==> src/rtl/core/mwgb_pkg.sv <==
`timescale 1ns / 1ps
`default_nettype none
package mwgb_pkg;

	localparam int ROWS_DEF = 8;
	localparam int COLS_DEF = 64;

	typedef logic [1:0] cfg_idx_t;
	localparam cfg_idx_t REG_ROW_LIM   = 2'd0;
	localparam cfg_idx_t REG_STATE_LIM = 2'd1;

	localparam logic [3:0] ROW_LIM_RST   = 4'd8;
	localparam logic [7:0] STATE_LIM_RST = 8'd255;

	typedef struct packed {
		logic [63:0] row_bits;
		logic        last_row;
	} in_item_t;

	typedef struct packed {
		logic [7:0]  basis_mask;
		logic [63:0] basis_row;
		logic [6:0]  weight;
		logic [9:0]  weight_sum;
		logic        last;
		logic        empty_res;
		logic        error;
	} out_item_t;

	typedef enum logic [2:0] {
		ST_LOAD,
		ST_RD,
		ST_GV,
		ST_CHK,
		ST_RED,
		ST_XOR,
		ST_FIN
	} state_t;

endpackage
`default_nettype wire

==> src/rtl/core/mwgb_if.sv <==
`timescale 1ns / 1ps
`default_nettype none
interface mwgb_in_if;
	logic               valid;
	logic               ready;
	mwgb_pkg::in_item_t data;
	modport source (output valid, output data, input ready);
	modport sink (input valid, input data, output ready);
endinterface

interface mwgb_out_if;
	logic                valid;
	logic                ready;
	mwgb_pkg::out_item_t data;
	modport source (output valid, output data, input ready);
	modport sink (input valid, input data, output ready);
endinterface

interface mwgb_cfg_if;
	logic               valid;
	logic               ready;
	mwgb_pkg::cfg_idx_t index;
	logic [7:0]         data;
	modport source (output valid, output index, output data, input ready);
	modport sink (input valid, input index, input data, output ready);
endinterface
`default_nettype wire

==> src/rtl/core/min_weight_gf2_basis.sv <==
`timescale 1ns / 1ps
`default_nettype none
// Minimum-weight GF(2) basis of a window of up to ROWS row vectors. Rows are
// taken one per cycle into a small row memory until a request with last_row
// set closes the window. The block then walks every nonzero row combination
// in Gray-code order, one weight class per pass (weight zero first, then each
// weight that exists, lowest first; each pass also finds the next weight, so
// empty classes are skipped), and offers each combination of the current
// weight to a pivot basis held in a COLS-entry memory keyed by the highest
// set bit. A combination of another weight takes a row-memory read, an XOR
// update and a weight check; an offered one then also goes through reduction,
// with one pivot memory read and XOR per pivot met. Input is stalled during
// that sweep. Each accepted vector is one result request; the last one
// carries last. A window of rank zero yields one empty_res request, and a
// window over ROWS or the row limit or state limit registers yields one
// error request. Results pass through an output register so the sweep keeps
// going while one waits, but halts on a further accepted vector until the
// output is free. Configuration writes are accepted every cycle.
module min_weight_gf2_basis #(
	parameter int ROWS = mwgb_pkg::ROWS_DEF,
	parameter int COLS = mwgb_pkg::COLS_DEF
) (
	input  logic       clk,
	input  logic       arst_n,
	mwgb_cfg_if.sink   cfg,
	mwgb_in_if.sink    src,
	mwgb_out_if.source res
);
	import mwgb_pkg::*;

	localparam int RIW = (ROWS > 1) ? $clog2(ROWS) : 1;
	localparam int CIW = (COLS > 1) ? $clog2(COLS) : 1;

	// popcount of a vector
	function automatic logic [6:0] pop_cnt(input logic [COLS-1:0] x);
		logic [6:0] n;
		n = '0;
		for (int b = 0; b < COLS; b++) n = n + 7'(x[b]);
		return n;
	endfunction

	// index of the lowest set bit, selects the row that flips in Gray order
	function automatic logic [2:0] low_bit(input logic [7:0] x);
		logic [2:0] r;
		r = '0;
		for (int b = 7; b >= 0; b--) if (x[b]) r = 3'(b);
		return r;
	endfunction

	state_t state_q, state_d;

	// configuration registers
	logic [3:0] row_lim_q;
	logic [7:0] state_lim_q;

	// window bookkeeping
	logic [7:0]      cnt_q;
	logic            err_q;
	logic [COLS-1:0] used_q;

	// memories: window rows and pivot rows
	logic [COLS-1:0] row_mem [ROWS];
	logic [COLS-1:0] piv_mem [COLS];
	logic [COLS-1:0] row_rd_q;
	logic [COLS-1:0] piv_rd_q;

	// sweep datapath
	logic [7:0]      idx_q;
	logic [7:0]      states_q;
	logic [COLS-1:0] gv_q;
	logic [COLS-1:0] v_q;
	logic [6:0]      w_q;
	logic [6:0]      nw_q;
	logic            nw_vld_q;
	logic [9:0]      tot_q;

	// newest accepted vector, held back until we know whether it is the last
	logic            pend_vld_q;
	logic [7:0]      pend_mask_q;
	logic [COLS-1:0] pend_row_q;
	logic [6:0]      pend_w_q;
	logic [9:0]      pend_tot_q;

	// output register
	logic      out_vld_q;
	out_item_t out_q;
	out_item_t out_d;

	logic        src_acc;
	logic [7:0]  cnt_nxt;
	logic [16:0] states_full;
	logic        cap_err;
	logic [6:0]  wt;
	logic [2:0]  flip_row;
	logic [7:0]  gray;
	logic [CIW-1:0] piv_idx;
	logic        out_free;
	logic        take;
	logic        nw_eff_vld;
	logic [6:0]  nw_eff;
	logic        adv;
	logic        pass_end;
	logic        hit;
	logic        accept_hit;
	logic        push_pend;
	logic        load_out;
	logic [9:0]  tot_nxt;

	assign cfg.ready = 1'b1;
	assign src.ready = (state_q == ST_LOAD);
	assign src_acc   = src.valid & src.ready;
	assign res.valid = out_vld_q;
	assign res.data  = out_q;
	assign out_free  = ~out_vld_q | res.ready;

	// row count saturates, the limits are judged on the count including this row
	assign cnt_nxt     = (cnt_q == 8'hFF) ? cnt_q : cnt_q + 8'd1;
	assign states_full = (17'd1 << cnt_nxt[4:0]) - 17'd1;
	assign cap_err     = (cnt_nxt > 8'(ROWS)) || (cnt_nxt > {4'b0, row_lim_q}) ||
		(states_full > {9'b0, state_lim_q});

	assign wt       = pop_cnt(gv_q);
	assign flip_row = low_bit(idx_q);
	assign gray     = idx_q ^ (idx_q >> 1);
	assign pass_end = (idx_q == states_q);
	assign tot_nxt  = tot_q + {3'b0, w_q};

	// pivot of the vector under reduction
	always_comb begin
		piv_idx = '0;
		for (int b = 0; b < COLS; b++) if (v_q[b]) piv_idx = CIW'(b);
	end

	// track the smallest weight above the current class
	assign take       = (state_q == ST_CHK) && (wt > w_q) && (!nw_vld_q || wt < nw_q);
	assign nw_eff_vld = nw_vld_q | take;
	assign nw_eff     = take ? wt : nw_q;

	assign hit        = (state_q == ST_RED) && (v_q != '0) && !used_q[piv_idx];
	assign accept_hit = hit && (!pend_vld_q || out_free);
	assign push_pend  = accept_hit && pend_vld_q;
	assign adv        = ((state_q == ST_CHK) && (wt != w_q)) ||
		((state_q == ST_RED) && (v_q == '0)) || accept_hit;
	assign load_out   = push_pend || ((state_q == ST_FIN) && out_free);

	always_comb begin
		out_d = '0;
		if (push_pend) begin
			out_d.basis_mask = pend_mask_q;
			out_d.basis_row  = 64'(pend_row_q);
			out_d.weight     = pend_w_q;
			out_d.weight_sum = pend_tot_q;
		end else if (err_q) begin
			out_d.error = 1'b1;
			out_d.last  = 1'b1;
		end else if (pend_vld_q) begin
			out_d.basis_mask = pend_mask_q;
			out_d.basis_row  = 64'(pend_row_q);
			out_d.weight     = pend_w_q;
			out_d.weight_sum = pend_tot_q;
			out_d.last       = 1'b1;
		end else begin
			out_d.empty_res = 1'b1;
			out_d.last      = 1'b1;
		end
	end

	// state register
	always_ff @(posedge clk or negedge arst_n) begin
		if (!arst_n) begin
			state_q <= ST_LOAD;
		end else begin
			state_q <= state_d;
		end
	end

	// next state
	always_comb begin
		state_d = state_q;
		unique case (state_q)
			ST_LOAD: begin
				if (src_acc && src.data.last_row) state_d = cap_err ? ST_FIN : ST_RD;
			end
			ST_RD:  state_d = ST_GV;
			ST_GV:  state_d = ST_CHK;
			ST_CHK: if (wt == w_q) state_d = ST_RED;
			ST_RED: if (v_q != '0 && used_q[piv_idx]) state_d = ST_XOR;
			ST_XOR: state_d = ST_RED;
			ST_FIN: if (out_free) state_d = ST_LOAD;
			default: state_d = ST_LOAD;
		endcase
		// end of one offer: next combination, next weight class, or done
		if (adv) state_d = (!pass_end || nw_eff_vld) ? ST_RD : ST_FIN;
	end

	// control registers
	always_ff @(posedge clk or negedge arst_n) begin
		if (!arst_n) begin
			row_lim_q   <= ROW_LIM_RST;
			state_lim_q <= STATE_LIM_RST;
			cnt_q       <= '0;
			err_q       <= 1'b0;
			used_q      <= '0;
			nw_vld_q    <= 1'b0;
			pend_vld_q  <= 1'b0;
			out_vld_q   <= 1'b0;
		end else begin
			if (cfg.valid) begin
				unique case (cfg.index)
					REG_ROW_LIM:   row_lim_q <= cfg.data[3:0];
					REG_STATE_LIM: state_lim_q <= cfg.data;
					default: ;
				endcase
			end
			if (src_acc) begin
				cnt_q <= cnt_nxt;
				if (src.data.last_row) begin
					err_q      <= cap_err;
					used_q     <= '0;
					pend_vld_q <= 1'b0;
				end
			end
			if ((src_acc && src.data.last_row) || (adv && pass_end)) begin
				nw_vld_q <= 1'b0;
			end else if (take) begin
				nw_vld_q <= 1'b1;
			end
			if (accept_hit) begin
				used_q[piv_idx] <= 1'b1;
				pend_vld_q      <= 1'b1;
			end
			if (state_q == ST_FIN && out_free) cnt_q <= '0;
			if (load_out) begin
				out_vld_q <= 1'b1;
			end else if (res.ready) begin
				out_vld_q <= 1'b0;
			end
		end
	end

	// datapath and memories
	always_ff @(posedge clk) begin
		if (src_acc && cnt_q < 8'(ROWS)) row_mem[cnt_q[RIW-1:0]] <= src.data.row_bits[COLS-1:0];
		if (src_acc && src.data.last_row) begin
			w_q      <= '0;
			idx_q    <= 8'd1;
			gv_q     <= '0;
			tot_q    <= '0;
			states_q <= states_full[7:0];
		end
		if (state_q == ST_RD) row_rd_q <= row_mem[RIW'(flip_row)];
		if (state_q == ST_GV) gv_q <= gv_q ^ row_rd_q;
		if (state_q == ST_CHK && wt == w_q) v_q <= gv_q;
		if (take) nw_q <= wt;
		if (state_q == ST_RED && used_q[piv_idx]) piv_rd_q <= piv_mem[piv_idx];
		if (state_q == ST_XOR) v_q <= v_q ^ piv_rd_q;
		if (accept_hit) begin
			// the pivot keeps the reduced vector, the result the combination itself
			piv_mem[piv_idx] <= v_q;
			pend_mask_q      <= gray;
			pend_row_q       <= gv_q;
			pend_w_q         <= w_q;
			pend_tot_q       <= tot_nxt;
			tot_q            <= tot_nxt;
		end
		if (adv) begin
			if (!pass_end) begin
				idx_q <= idx_q + 8'd1;
			end else begin
				// restart the Gray walk for the next weight class
				idx_q <= 8'd1;
				gv_q  <= '0;
				w_q   <= nw_eff;
			end
		end
		if (load_out) out_q <= out_d;
	end

endmodule
`default_nettype wire

==> src/flat_wrapper.sv <==
// flat-port wrapper written by rule: the top's interface ports become plain ports
module min_weight_gf2_basis_flat import mwgb_pkg::*;
#(
	parameter int ROWS = mwgb_pkg::ROWS_DEF,
	parameter int COLS = mwgb_pkg::COLS_DEF
)
  (clk, arst_n, cfg_valid, cfg_index, cfg_data, cfg_ready, src_valid, src_data, src_ready, res_valid, res_data, res_ready);
  mwgb_cfg_if cfg_i ();
  mwgb_in_if src_i ();
  mwgb_out_if res_i ();
  input  logic clk;
  input  logic arst_n;
  input wire logic [$bits(cfg_i.valid)-1:0] cfg_valid;
  input wire logic [$bits(cfg_i.index)-1:0] cfg_index;
  input wire logic [$bits(cfg_i.data)-1:0] cfg_data;
  output wire logic [$bits(cfg_i.ready)-1:0] cfg_ready;
  input wire logic [$bits(src_i.valid)-1:0] src_valid;
  input wire logic [$bits(src_i.data)-1:0] src_data;
  output wire logic [$bits(src_i.ready)-1:0] src_ready;
  output wire logic [$bits(res_i.valid)-1:0] res_valid;
  output wire logic [$bits(res_i.data)-1:0] res_data;
  input wire logic [$bits(res_i.ready)-1:0] res_ready;
  assign cfg_i.valid = cfg_valid;
  assign cfg_i.index = cfg_index;
  assign cfg_i.data = cfg_data;
  assign cfg_ready = cfg_i.ready;
  assign src_i.valid = src_valid;
  assign src_i.data = src_data;
  assign src_ready = src_i.ready;
  assign res_valid = res_i.valid;
  assign res_data = res_i.data;
  assign res_i.ready = res_ready;
  min_weight_gf2_basis #(.ROWS(ROWS), .COLS(COLS)) u_core (.clk(clk), .arst_n(arst_n), .cfg(cfg_i), .src(src_i), .res(res_i));
endmodule
==> config.mk <==
export PLATFORM = sky130hd
export DESIGN_NAME = min_weight_gf2_basis_flat
export DESIGN_NICKNAME = d
export VERILOG_FILES = /design/src/rtl/core/mwgb_pkg.sv /design/src/rtl/core/mwgb_if.sv /design/src/rtl/core/min_weight_gf2_basis.sv /design/src/flat_wrapper.sv
export SDC_FILE = /design/constraint.sdc
export NUM_CORES = 2
export LEC_CHECK = 0
export ABC_AREA = 1
export CORE_AREA = 2 2 633 635
export DETAILED_ROUTE_END_ITERATION = 10
export DIE_AREA = 0 0 635 637
export DONT_BUFFER_PORTS = 1
export PLACE_DENSITY = 0.62
export SYNTH_ARGS = -nofsm -noshare
export SYNTH_HDL_FRONTEND = slang
export SYNTH_MEMORY_MAX_BITS = 65536
export SYNTH_SLANG_ARGS = --single-unit
==> constraint.sdc <==
create_clock -name clk -period 13.45 [get_ports clk]
set_input_delay 0.6725 -clock clk [delete_from_list [all_inputs] [get_ports clk]]
set_output_delay 0.6725 -clock clk [all_outputs]
set_load 0.01 [all_outputs]
==> impl_metrics.py <==
metrics = {
    "critical_path": {
        "cp_top_family": "simple AND/OR/NAND/NOR gates",
        "rr_startpoint": "u_core.v_q[2]",
        "cp_max_fo": 66,
        "worst_setup_path_end_kind": "register",
        "worstSetupStartpointType": "register",
        "cp_slowest_stage_delay_ps": 1130,
        "critical_path.most_common_cell": "nand2_1",
        "worstSetupPathType": "register to register",
        "path_buf_inv": 4,
        "critPathLaunch": "u_core.v_q[2]",
        "critical_path.slowest_cell": "nor2_4",
        "worst_ep_arrival_time_ps": 11120,
        "critPathRequiredTime_ps": 14100,
    },
    "power_and_ir_drop": {
        "powerDensity_nw_per_um2": 270.7,
        "p_leak_nw": 75.44,
        "peakVddDrop_v": 0.002012,
        "power_mw": 60.02,
    },
    "layout": {
        "multiInputGateArea_um2": 39430,
        "drive_gt1_share_pct": 7.712,
        "synthToLayoutAreaGrowth_pct": 12.06,
        "layout.nets": 14480,
        "fillCellCount": 31480,
        "final_util_pct": 55.72,
        "final_area_um2": 221800,
        "regArea_um2": 154200,
    },
    "logic_synthesis": {
        "syn_area_um2": 197900,
        "yosys_warnings": 0,
        "synth_nets": 14310,
        "yosysSeqAreaShare_pct": 77.92,
        "synth_commonest_cells": "5007 x edfxtp_1, 3528 x nand2_1, 1010 x nor2_1",
        "synth-seq-cells": 5176,
        "ys_top_cells_by_area": "edfxtp_1 76%, nand2_1 6.7%, a22o_1 2.2%",
        "yosys_most_used_dff": "edfxtp_1",
        "yosysMostFrequentCell": "edfxtp_1",
        "avgSynthCellArea_um2": 14.02,
        "synth_top_area_share_pct": 75.97,
        "yosysUniqueCellTypes": 57,
        "async_reset_ff_share_pct": 1.758,
        "synth_cells": 14110,
        "yosysTopAreaCell": "edfxtp_1",
        "synth-edff-count": 5007,
    },
    "drt": {
        "wl_per_cell_um": 29.12,
        "drc": 0,
        "routed_via_density": 5.989,
        "dr.pass1.iters": 6,
        "drt-initial-drc-count": 16940,
        "postRouteAntennaNets": 0,
        "totalWireLength_mm": 581.7,
        "vias": 119600,
    },
    "sta": {
        "hold_violations": 0,
        "period_share_pct": 77.83,
        "setup_slack_ps": 2982,
        "clock_skew_ps": 39.09,
        "worst_pin_slew_ps": 1370,
        "setup_tns_ps": 0,
        "setup_viol": 0,
        "rsz0062_at_grt": "false",
        "min_period_ps": 10470,
        "slew_violations": 0,
        "slew_headroom_pct": 7.683,
        "max_freq_mhz": 95.53,
    },
    "cts": {
        "cts_buffers": 526,
        "cts_tree": "yes",
        "root_buffer": "clkbuf_16",
        "cts.sinks": 5176,
        "post_cts_buffers": 0,
        "clockBufferDepth": 4,
        "htreeDepth": 6,
        "clk-insertion-delay-late_ps": 1040,
        "cts.clk_slew.worst_paths_ps": 60,
    },
    "die": {
        "initial_core_util_pct": 49.73,
        "core_um2": 398000,
        "die_h_um": 637,
        "rows": 232,
        "ioPinCount": 175,
        "die_w_um": 635,
        "dieArea_um2": 404500,
    },
    "run_status": {
        "outcome": "completed",
    },
    "placed_design": {
        "hpwlAfterDp_mm": 314.1,
        "portBuffers": 0,
        "pre_cts_ws_ps": 3151,
        "place_congestion": 0.9343,
        "place_area_um2": 204800,
    },
    "grt": {
        "antenna_found_initial": 42,
        "first_global_vias": 112500,
        "track_usage_pct": 28.14,
        "grt_pass1_wl_mm": 824.2,
        "grt_max_degree": 143,
        "grt.overflow.total": 0,
    },
    "worst_hold_path": {
        "min_from": "cfg_valid",
        "hold_class": "primary input to register",
    },
    "job": {
        "maxCapViolations": 0,
    },
}
-- placed cells by master, fill, tap and decap left out, types with 80 or more instances in the layout --
cell	instances
clkinv_1	118
nand4_1	630
xor2_1	122
a22o_1	500
clkbuf_1	125
nand3_1	299
a21oi_1	169
inv_1	501
dfrtp_1	80
nand2_1	3517
edfxtp_1	5007
clkbuf_16	543
buf_4	267
o21ai_0	613
and3_1	89
nor2_1	936
-- stage by stage --
step           hold slack [ps]  std cells
2_1_floorplan            376.9      14110
3_3_place_gp             397.6      18940
3_5_place_dp             396.6      18940
4_1_cts                  123.7      19960
5_1_grt                  219.2      19960
6_report                 211.2      19980
-- path summary, 6_finish.rpt --
check / endpoint / slack [ps] / cells past startpoint
min in group asynchronous: u_core.state_q[2] / 290 / 2
worst max register to register: u_core.piv_mem[29][27] / 2980 / 76
worst min register to register: u_core.used_q[18] / 490 / 2
max in group asynchronous: u_core.used_q[31] / 12690 / 2
worst min-delay path: u_core.state_lim_q[4] / 210 / 2
worst max-delay path: u_core.piv_mem[29][27] / 2980 / 76
-- registers in the layout, summed over array words and instances, names as in the netlist, 10 cells and up --
| name | cells |
|---|---|
| u_core.piv_rd_q | 64 |
| u_core.pend_tot_q | 10 |
| u_core.piv_mem | 4096 |
| u_core.pend_row_q | 64 |
| u_core.gv_q | 64 |
| u_core.used_q | 64 |
| u_core.row_mem | 512 |
| u_core.v_q | 64 |
| u_core.row_rd_q | 64 |
| u_core.res.data | 92 |
| u_core.tot_q | 10 |
-- cells by family after synthesis --
family | after synthesis | synth area share (%)
compound gates | 1729 | 5.896
simple gates | 5691 | 12.06
xor+xnor | 157 | 0.6948
other cells | 1 | 0.001895
fa+ha+maj | 113 | 0.9231
flops | 5176 | 77.92
buf+inv | 1247 | 2.504
-- layer usage --
metal  vias to the layer above  track usage (%)  part of all wire, %
met5                         -                0                0.034
met1                     60140            40.70                   41
met4                        28            10.11                  3.8
li1                      51890                -                    -
met2                      6578            42.87                   45
met3                       999            5.367                   11
-- what timing repair did --
action                                 in CTS  in global routing
resized for setup                           0                  0
hold buffers                               78                  0
endpoints found under the hold margin     625                  0
-- power by group --
group | switching, mW | leakage (nW) | total (mW) | internal, mW
logic | 16.6 | 20.5 | 24.5 | 7.93
clock network | 6.05 | 7.90 | 13.9 | 7.84
registers | 0.688 | 47.0 | 21.6 | 20.9
total | 23.3 | 75.4 | 60.0 | 36.7
-- final cells by class --
class	count	share of cell area, %
sequential	5176	69.54
multi-input combinational	7691	17.78
clock buffer	680	6.413
tap	5265	2.971
timing repair buffer	371	1.499
inverter	519	0.9118
clock inverter	255	0.8655
antenna	18	0.02031
Power figures use the tool's default switching activity.
